==> config.mk <==
export PLATFORM = sky130hd
export DESIGN_NAME = wall_follow_pd_motor_drive_flat
export DESIGN_NICKNAME = d
export VERILOG_FILES = /design/src/design/wfpd_pkg.sv /design/src/design/wfpd_if.sv /design/src/design/wall_follow_pd_motor_drive.sv /design/src/flat_wrapper.sv
export SDC_FILE = /design/constraint.sdc
export NUM_CORES = 2
export LEC_CHECK = 0
export BUFFER_PORTS_ARGS = -buffer_cell sky130_fd_sc_hd__clkbuf_2
export CAP_MARGIN = 30
export CORE_MARGIN = 3
export CORE_UTILIZATION = 40
export CTS_CLUSTER_DIAMETER = 100
export DETAILED_ROUTE_END_ITERATION = 10
export PLACE_DENSITY = 0.6
export SLEW_MARGIN = 20
export SYNTH_ARGS = -nofsm -noshare
export SYNTH_HDL_FRONTEND = slang
export SYNTH_SLANG_ARGS = --single-unit
==> constraint.sdc <==
create_clock -name clk -period 16.9 [get_ports clk]
set_clock_uncertainty 0.15 [all_clocks]
set_input_delay 5.07 -clock clk [delete_from_list [all_inputs] [get_ports clk]]
set_output_delay 5.07 -clock clk [all_outputs]
set_load 0.02 [all_outputs]
==> src/design/wfpd_pkg.sv <==
`default_nettype none

package wfpd_pkg;

  localparam int unsigned DistW   = 10;
  localparam int unsigned GainW   = 16;
  localparam int unsigned SpeedW  = 7;
  localparam int unsigned DutyW   = 8;
  localparam int unsigned CfgIdxW = 8;
  localparam int unsigned CfgW    = 16;

  localparam logic [DistW-1:0] SideThreshold = 10'd80;
  localparam logic [7:0]       FullDuty      = 8'd255;
  localparam logic [6:0]       Percent       = 7'd100;

  // floor(2^22 / 100): quotient estimate is exact or one short
  localparam int unsigned RecipShift = 22;
  localparam logic [15:0] RecipK     = 16'd41943;

  localparam logic [CfgIdxW-1:0] REG_PROP_GAIN   = 8'd0;
  localparam logic [CfgIdxW-1:0] REG_DERIV_GAIN  = 8'd1;
  localparam logic [CfgIdxW-1:0] REG_TARGET_DIST = 8'd2;
  localparam logic [CfgIdxW-1:0] REG_SPEED_PCT   = 8'd3;

endpackage

`default_nettype wire

==> src/design/wfpd_if.sv <==
`default_nettype none

interface wfpd_cfg_if;
  logic                         valid;
  logic                         ready;
  logic [wfpd_pkg::CfgIdxW-1:0] index;
  logic [wfpd_pkg::CfgW-1:0]    data;
  modport source (output valid, output index, output data, input ready);
  modport sink (input valid, input index, input data, output ready);
endinterface

interface wfpd_in_if;
  logic                       valid;
  logic                       ready;
  logic [wfpd_pkg::DistW-1:0] right_front_dist;
  logic [wfpd_pkg::DistW-1:0] left_front_dist;
  modport source (output valid, output right_front_dist, output left_front_dist,
                  input ready);
  modport sink (input valid, input right_front_dist, input left_front_dist,
                output ready);
endinterface

interface wfpd_out_if;
  logic                              valid;
  logic                              ready;
  logic [wfpd_pkg::DutyW-1:0]        duty_a;
  logic [wfpd_pkg::DutyW-1:0]        duty_b;
  logic signed [wfpd_pkg::GainW-1:0] steer_term;
  logic                              left_side_used;
  modport source (output valid, output duty_a, output duty_b, output steer_term,
                  output left_side_used, input ready);
  modport sink (input valid, input duty_a, input duty_b, input steer_term,
                input left_side_used, output ready);
endinterface

`default_nettype wire

==> src/design/wall_follow_pd_motor_drive.sv <==
// Wall-following PD steering with one shared 23x17 signed multiplier.
// A new request is accepted only once the last result is loaded; each request runs
// accept, eight multiplier passes (two PD terms, two speed products, two reciprocal
// divides by 100 of two passes each), pd saturation and output load; a stalled result
// holds the block in its last step.
// Reset (rst, synchronous): gains to 1.0 and 0, target and speed to 0,
// both stored errors to 0, no result pending.
`default_nettype none

module wall_follow_pd_motor_drive (
  input logic         clk,
  input logic         rst,
  wfpd_cfg_if.sink    cfg,
  wfpd_in_if.sink     sensor,
  wfpd_out_if.source  drive
);

  typedef enum logic [3:0] {
    IDLE, MUL_P, MUL_D, PD_SAT, MUL_S, DIV_Q, DIV_R, MUL_B, DONE
  } state_t;

  state_t state;

  logic signed [15:0] prop_gain;
  logic signed [15:0] deriv_gain;
  logic [9:0]         target_distance;
  logic [6:0]         speed_percent;

  logic signed [10:0] last_left_error;
  logic signed [10:0] last_right_error;
  logic signed [10:0] err;
  logic signed [11:0] diff;
  logic               left_used;
  logic signed [29:0] acc;
  logic signed [15:0] pd;
  logic               neg_adj;
  logic               pass_base;
  logic [21:0]        num;
  logic [15:0]        quot;
  logic [15:0]        adj_mag;
  logic [8:0]         base;

  logic               out_valid;
  logic [7:0]         duty_a;
  logic [7:0]         duty_b;
  logic signed [15:0] steer_term;
  logic               left_side_used;

  // config
  assign cfg.ready = 1'b1;

  always_ff @(posedge clk) begin
    if (rst) begin
      prop_gain       <= 16'sd256;
      deriv_gain      <= 16'sd0;
      target_distance <= 10'd0;
      speed_percent   <= 7'd0;
    end else if (cfg.valid) begin
      case (cfg.index)
        wfpd_pkg::REG_PROP_GAIN:   prop_gain       <= cfg.data;
        wfpd_pkg::REG_DERIV_GAIN:  deriv_gain      <= cfg.data;
        wfpd_pkg::REG_TARGET_DIST: target_distance <= cfg.data[9:0];
        wfpd_pkg::REG_SPEED_PCT:   speed_percent   <= cfg.data[6:0];
        default: ;
      endcase
    end
  end

  // request decode
  logic               use_left;
  logic [9:0]         reading;
  logic signed [10:0] prev_err;
  logic signed [10:0] err_new;
  logic signed [11:0] diff_new;

  always_comb begin
    use_left = sensor.right_front_dist > wfpd_pkg::SideThreshold;
    reading  = use_left ? sensor.left_front_dist : sensor.right_front_dist;
    prev_err = use_left ? last_left_error : last_right_error;
    err_new  = $signed({1'b0, target_distance}) - $signed({1'b0, reading});
    diff_new = $signed({err_new[10], err_new}) - $signed({prev_err[10], prev_err});
  end

  // shared multiplier
  logic signed [22:0] mul_a;
  logic signed [16:0] mul_b;
  logic signed [39:0] prod;
  logic [15:0]        pd_mag;

  assign pd_mag = pd[15] ? 16'(~pd + 16'sd1) : 16'(pd);

  always_comb begin
    case (state)
      MUL_P: begin
        mul_a = {{12{err[10]}}, err};
        mul_b = {prop_gain[15], prop_gain};
      end
      MUL_D: begin
        mul_a = {{11{diff[11]}}, diff};
        mul_b = {deriv_gain[15], deriv_gain};
      end
      MUL_S: begin
        mul_a = {7'd0, pd_mag};
        mul_b = {10'd0, speed_percent};
      end
      DIV_Q: begin
        mul_a = {1'b0, num};
        mul_b = {1'b0, wfpd_pkg::RecipK};
      end
      DIV_R: begin
        mul_a = {7'd0, quot};
        mul_b = {10'd0, wfpd_pkg::Percent};
      end
      MUL_B: begin
        mul_a = {16'd0, speed_percent};
        mul_b = {9'd0, wfpd_pkg::FullDuty};
      end
      default: begin
        mul_a = '0;
        mul_b = '0;
      end
    endcase
  end

  assign prod = mul_a * mul_b;

  // pd: truncate toward zero, then saturate
  logic signed [29:0] acc_bias;
  logic signed [21:0] acc_div;
  logic signed [15:0] pd_sat;

  always_comb begin
    acc_bias = acc + (acc[29] ? 30'sd255 : 30'sd0);
    acc_div  = acc_bias[29:8];
    if (acc_div > 22'sd32767)
      pd_sat = 16'sh7fff;
    else if (acc_div < -22'sd32768)
      pd_sat = 16'sh8000;
    else
      pd_sat = acc_div[15:0];
  end

  // divide-by-100 correction
  logic [22:0] rem;
  logic [15:0] quot_fix;

  assign rem      = {1'b0, num} - prod[22:0];
  assign quot_fix = quot + ((rem >= 23'd100) ? 16'd1 : 16'd0);

  // duties
  logic signed [17:0] adj;
  logic signed [17:0] sum_a;
  logic signed [17:0] sum_b;
  logic [7:0]         sat_a;
  logic [7:0]         sat_b;

  always_comb begin
    adj   = neg_adj ? -$signed({2'b00, adj_mag}) : $signed({2'b00, adj_mag});
    sum_a = $signed({9'd0, base}) + adj;
    sum_b = $signed({9'd0, base}) - adj;
    if (sum_a < 18'sd0)
      sat_a = 8'd0;
    else if (sum_a > 18'sd255)
      sat_a = wfpd_pkg::FullDuty;
    else
      sat_a = sum_a[7:0];
    if (sum_b < 18'sd0)
      sat_b = 8'd0;
    else if (sum_b > 18'sd255)
      sat_b = wfpd_pkg::FullDuty;
    else
      sat_b = sum_b[7:0];
  end

  assign sensor.ready = (state == IDLE);

  always_ff @(posedge clk) begin
    if (rst) begin
      state            <= IDLE;
      out_valid        <= 1'b0;
      last_left_error  <= 11'sd0;
      last_right_error <= 11'sd0;
    end else begin
      if (out_valid && drive.ready && state != DONE)
        out_valid <= 1'b0;
      case (state)
        IDLE: begin
          if (sensor.valid) begin
            err       <= err_new;
            diff      <= diff_new;
            left_used <= use_left;
            if (use_left)
              last_left_error <= err_new;
            else
              last_right_error <= err_new;
            state <= MUL_P;
          end
        end
        MUL_P: begin
          acc   <= prod[29:0];
          state <= MUL_D;
        end
        MUL_D: begin
          acc   <= acc + prod[29:0];
          state <= PD_SAT;
        end
        PD_SAT: begin
          pd    <= pd_sat;
          state <= MUL_S;
        end
        MUL_S: begin
          num       <= prod[21:0];
          neg_adj   <= pd[15] ^ left_used;
          pass_base <= 1'b0;
          state     <= DIV_Q;
        end
        DIV_Q: begin
          quot  <= prod[wfpd_pkg::RecipShift +: 16];
          state <= DIV_R;
        end
        DIV_R: begin
          if (pass_base) begin
            base  <= quot_fix[8:0];
            state <= DONE;
          end else begin
            adj_mag <= quot_fix;
            state   <= MUL_B;
          end
        end
        MUL_B: begin
          num       <= prod[21:0];
          pass_base <= 1'b1;
          state     <= DIV_Q;
        end
        DONE: begin
          if (!out_valid || drive.ready) begin
            duty_a         <= sat_a;
            duty_b         <= sat_b;
            steer_term     <= pd;
            left_side_used <= left_used;
            out_valid      <= 1'b1;
            state          <= IDLE;
          end
        end
        default: state <= IDLE;
      endcase
    end
  end

  assign drive.valid          = out_valid;
  assign drive.duty_a         = duty_a;
  assign drive.duty_b         = duty_b;
  assign drive.steer_term     = steer_term;
  assign drive.left_side_used = left_side_used;

endmodule

`default_nettype wire

==> src/flat_wrapper.sv <==
// flat-port wrapper written by rule: the top's interface ports become plain ports
module wall_follow_pd_motor_drive_flat 
  (clk, rst, cfg_valid, cfg_index, cfg_data, cfg_ready, sensor_valid, sensor_right_front_dist, sensor_left_front_dist, sensor_ready, drive_valid, drive_duty_a, drive_duty_b, drive_steer_term, drive_left_side_used, drive_ready);
  wfpd_cfg_if cfg_i ();
  wfpd_in_if sensor_i ();
  wfpd_out_if drive_i ();
  input logic clk;
  input logic rst;
  input wire logic [$bits(cfg_i.valid)-1:0] cfg_valid;
  input wire logic [$bits(cfg_i.index)-1:0] cfg_index;
  input wire logic [$bits(cfg_i.data)-1:0] cfg_data;
  output wire logic [$bits(cfg_i.ready)-1:0] cfg_ready;
  input wire logic [$bits(sensor_i.valid)-1:0] sensor_valid;
  input wire logic [$bits(sensor_i.right_front_dist)-1:0] sensor_right_front_dist;
  input wire logic [$bits(sensor_i.left_front_dist)-1:0] sensor_left_front_dist;
  output wire logic [$bits(sensor_i.ready)-1:0] sensor_ready;
  output wire logic [$bits(drive_i.valid)-1:0] drive_valid;
  output wire logic [$bits(drive_i.duty_a)-1:0] drive_duty_a;
  output wire logic [$bits(drive_i.duty_b)-1:0] drive_duty_b;
  output wire logic [$bits(drive_i.steer_term)-1:0] drive_steer_term;
  output wire logic [$bits(drive_i.left_side_used)-1:0] drive_left_side_used;
  input wire logic [$bits(drive_i.ready)-1:0] drive_ready;
  assign cfg_i.valid = cfg_valid;
  assign cfg_i.index = cfg_index;
  assign cfg_i.data = cfg_data;
  assign cfg_ready = cfg_i.ready;
  assign sensor_i.valid = sensor_valid;
  assign sensor_i.right_front_dist = sensor_right_front_dist;
  assign sensor_i.left_front_dist = sensor_left_front_dist;
  assign sensor_ready = sensor_i.ready;
  assign drive_valid = drive_i.valid;
  assign drive_duty_a = drive_i.duty_a;
  assign drive_duty_b = drive_i.duty_b;
  assign drive_steer_term = drive_i.steer_term;
  assign drive_left_side_used = drive_i.left_side_used;
  assign drive_i.ready = drive_ready;
  wall_follow_pd_motor_drive u_core (.clk(clk), .rst(rst), .cfg(cfg_i), .sensor(sensor_i), .drive(drive_i));
endmodule
==> impl_results.rst <==
.. list-table::
   :header-rows: 1

   * - Metric
     - Value
   * - Critical path launch point type
     - flip-flop
   * - Total wirelength of the detailed-routed design
     - 79490 µm
   * - Number of global-route vias before repair
     - 21430
   * - Starting Density
     - 0.4057
   * - Cell total after placement
     - 3951
   * - CTS H-Tree Depth
     - 1
   * - Number of gates given a new drive strength after cts
     - 0
   * - I/O Buffers
     - 83
   * - TritonCTS buffer count
     - 28
   * - Maximum vdd drop
     - 78.88 µV
   * - Maximum number of pins on one net before global-route repair
     - 75
   * - Req. time, crit path
     - 17.07 ns
   * - Number of filler cells placed in the layout
     - 6695
   * - Wire length of the first global-routing pass
     - 125400 µm
   * - Type of destination of the critical path
     - flip-flop
   * - Clock latency on the worst-skew pair
     - 0.57 ns
   * - Iteration count of the initial detailed-routing pass
     - 5
   * - Total power of the final layout
     - 1.621 mW
   * - Dominant cell type by area after synthesis
     - sky130_fd_sc_hd__fa_1
   * - CP delay by family, top
     - adder cells
   * - Slowest cell on the critical path
     - sky130_fd_sc_hd__a221o_1
   * - Shortest clock period the worst path allows after layout
     - 11.53 ns
   * - Post-synth top area share
     - 0.2698
   * - Global-route track usage on met2
     - 0.3403
   * - Number of antenna violations at the first check in global routing
     - 3
   * - Synth-to-layout area growth
     - 9.304%
   * - Run status
     - complete, no violations
   * - Combined area of all synthesized cells
     - 0.02797 mm²
   * - Row cnt
     - 96
   * - Number of clock sinks
     - 244
   * - Post-DP HPWL
     - 62930 µm
   * - Synth top cells by count
     - 503 x sky130_fd_sc_hd__inv_1, 377 x sky130_fd_sc_hd__fa_1, 336 x sky130_fd_sc_hd__nor2_1, 301 x sky130_fd_sc_hd__nand2_1, 193 x sky130_fd_sc_hd__ha_1
   * - Synthesized area per cell
     - 9.305 µm²
   * - Leftover overflow at the end of global routing
     - 0
   * - Cell Pwr Density
     - 53.01 mW/mm²
   * - Proportion of synthesized chip area in sequential cells
     - 0.2347
   * - Fraction of synthesized cell area in xor and xnor cells
     - 0.05072
   * - Via count
     - 21110
   * - Ports
     - 85
   * - Horizontal extent of the die
     - 270.4 µm
   * - Main combinational cell family by area after synthesis
     - adder cells
   * - Number of DRC markers after the initial detailed-route iteration
     - 1653
   * - Max Transition Viols Final
     - 0
   * - Endpoints failing hold
     - 0
   * - Buffers and inverters on the worst path
     - 2
   * - Detail Route Antenna Nets
     - 0
   * - Vert. Die Dim
     - 270.4 µm
   * - Delay of the slowest critical-path stage
     - 0.82 ns
   * - Met1 routing resource usage after global routing
     - 0.3167
   * - Share of layout cells above drive strength 1
     - 0.07452
   * - Post-Synthesis Net Count
     - 3625
   * - Fraction of the mapped netlist area in adder cells
     - 0.3569
   * - Weighted congestion reported at the end of routability-driven placement
     - 0.9461
   * - Worst-case headroom to the max-slew limit
     - 0.3033
   * - Async SR Flop Fraction
     - 0
   * - Part of the cycle the worst path needs
     - 0.6820
   * - Number of vias per cell after detailed routing
     - 5.273
   * - Post-CTS Hold Buffers
     - 0
   * - Slew at the pin with the worst max-slew slack
     - 1.045 ns
   * - Setup repair after global routing missed its margin
     - false
   * - Deepest clock path buffer count
     - 3
   * - CP Max Fanout
     - 22
   * - Count of max-cap constraint violations
     - 0
   * - Routing layer with the top usage in global route
     - met2
   * - Register bit total from synthesis
     - 244
   * - Leakage power
     - 13.92 nW
   * - Drc violations
     - 0
   * - Count leader, synth
     - sky130_fd_sc_hd__inv_1
   * - GR Util All Layers
     - 0.2199
   * - Final setup violating endpoints
     - 0
   * - Post-CTS setup repair buffer count
     - 0
   * - Cell mode on critical path
     - sky130_fd_sc_hd__fa_1
   * - Clk Tree Root Cell
     - sky130_fd_sc_hd__clkbuf_16
   * - Number of distinct library cell variants in the gate-level netlist after synthesis
     - 84
   * - Most used DFF post-synth
     - sky130_fd_sc_hd__edfxtp_1
   * - Number of enable-type register cells in the synthesized netlist
     - 168
   * - Fraction of met3 tracks used by global routing
     - 0.04761
   * - Post-Route Setup TNS
     - 0 ns
   * - Core outline area
     - 0.06895 mm²
   * - Non-filler instance count after layout
     - 4004
   * - Critical path class
     - reg -> reg
   * - Gate Count Post-Synth
     - 3006
   * - Post-layout net count
     - 3671
   * - Basic-gate share of the synthesized area counting and, or, nand and nor cells
     - 0.1345
   * - Ranking of synthesized cells by area
     - sky130_fd_sc_hd__fa_1 27%, sky130_fd_sc_hd__edfxtp_1 18%, sky130_fd_sc_hd__ha_1 8.6%, sky130_fd_sc_hd__inv_1 6.7%, sky130_fd_sc_hd__dfxtp_1 5.4%
   * - Antenna diode count
     - 0
   * - Data arrival time of the critical path
     - 11.69 ns
   * - Yosys Warn Count
     - 0
   * - Path category of the worst min-delay check
     - reg -> reg
   * - Die Footprint
     - 0.07314 mm²
   * - Clock edge transition at the registers on the reported setup and hold paths
     - 0.06 ns
   * - Complex-gate fraction of the synthesized area
     - 0.1140
   * - Avg WL per Cell
     - 19.85 µm
   * - Clock tree from TritonCTS
     - done
   * - Multiplexer fraction of the synthesized cell area
     - 0.02630
   * - Achievable clock frequency
     - 86.77 MHz
==> registers in the layout (all words and copies together) (netlist names), 10 cells and up <==
| register | flops |
|---|---|
| u_core.acc | 30 |
| u_core.num | 22 |
| u_core.adj_mag | 16 |
| u_core.deriv_gain | 16 |
| u_core.drive.steer_term | 16 |
| u_core.pd | 16 |
| u_core.prop_gain | 16 |
| u_core.quot | 16 |
| u_core.diff | 12 |
| u_core.err | 11 |
| u_core.last_left_error | 11 |
| u_core.last_right_error | 11 |
| u_core.target_distance | 10 |
==> worst register-to-register path: cells and delay by family, from the launching register on <==
kind	cells	cell delay [ns]
compound gates	9	2.62
xor+xnor	3	0.54
fa+ha+maj	10	4.34
buf+inv	2	0.46
flops	1	0.77
simple gates	8	2.41
==> final cells by class <==
| cell class | count | area (µm²) | share of cell area |
|---|---|---|---|
| clock inverters | 9 | 102.6 | 0.003356 |
| well taps | 931 | 1165 | 0.03810 |
| clock buffers | 42 | 919.6 | 0.03008 |
| inverters | 505 | 1896 | 0.06200 |
| repair buffers | 122 | 723.2 | 0.02365 |
| flip-flops and latches | 244 | 6566 | 0.2148 |
| multi-input cells | 2151 | 19200 | 0.6281 |
==> routing by layer <==
| layer | vias to the layer above | share of wire |
|---|---|---|
| met5 | - | 0.00016 |
| met4 | 2 | 0.026 |
| met3 | 122 | 0.084 |
| met2 | 717 | 0.43 |
| met1 | 10420 | 0.45 |
| li1 | 9847 | - |
==> worst paths after layout <==
kind,start,end,slack [ns],depth (start not counted)
worst max-delay path,u_core.state[0],u_core.adj_mag[15],5.37,32
worst min-delay path,u_core.last_right_error[5],u_core.last_right_error[5],0.30,2
worst max register to register,u_core.state[0],u_core.adj_mag[15],5.37,32
worst min register to register,u_core.last_right_error[5],u_core.last_right_error[5],0.30,2
==> through the flow <==
step                      setup WS [ns]  hold slack (ns)  cell area (µm²)    util
after floorplan                   7.102           0.2744            27970       -
after global placement            5.566           0.2908            29500  0.4279
after detailed placement          5.435           0.2966            29520  0.4282
after CTS                         5.413           0.3051            30540  0.4430
after global routing              4.671           0.3160            30570  0.4435
final                             5.375           0.3049            30570  0.4435
==> power breakdown <==
part           internal (mW)  switching, mW  total (mW)  leakage, nW
Combinational         0.0929          0.190       0.283         11.3
Sequential             0.657         0.0153       0.672         2.15
Clock                  0.406          0.260       0.666        0.508
==> layout by cell type (no fill, tap or decap), drive strengths merged, types with 9 or more instances in the layout <==
| master | netlist | layout |
|---|---|---|
| nand4 | 10 | 10 |
| o21bai | 19 | 19 |
| o21ai | 114 | 114 |
| nand3 | 33 | 33 |
| edfxtp | 168 | 168 |
| o21a | 20 | 20 |
| a21oi | 143 | 143 |
| nor2b | 27 | 27 |
| clkbuf | 90 | 124 |
| buf | 16 | 40 |
| mux2i | 69 | 69 |
| fa | 377 | 377 |
| nand2b | 47 | 47 |
| nand2 | 301 | 301 |
| a22oi | 26 | 26 |
| nor2 | 336 | 336 |
| nor3 | 23 | 23 |
| dfxtp | 76 | 76 |
| a211oi | 13 | 13 |
| xor2 | 51 | 51 |
| o31ai | 15 | 15 |
| nand3b | 10 | 10 |
| a21o | 41 | 41 |
| nor4 | 9 | 9 |
| or3 | 14 | 14 |
| inv | 505 | 507 |
| or2 | 12 | 12 |
| ha | 193 | 193 |
| and3 | 12 | 12 |
| xnor2 | 111 | 111 |
| o211ai | 9 | 9 |
==> kinds of logic after synthesis <==
group,count (synthesis)
AND/OR/NAND/NOR,856
buffers and inverters,611
adder cells (fa/ha/maj),572
AO/OA/AOI/OAI,487
flip-flops,244
XOR/XNOR,162
multiplexers,73
other,1
No activity file was read; power rests on OpenSTA's default activity.
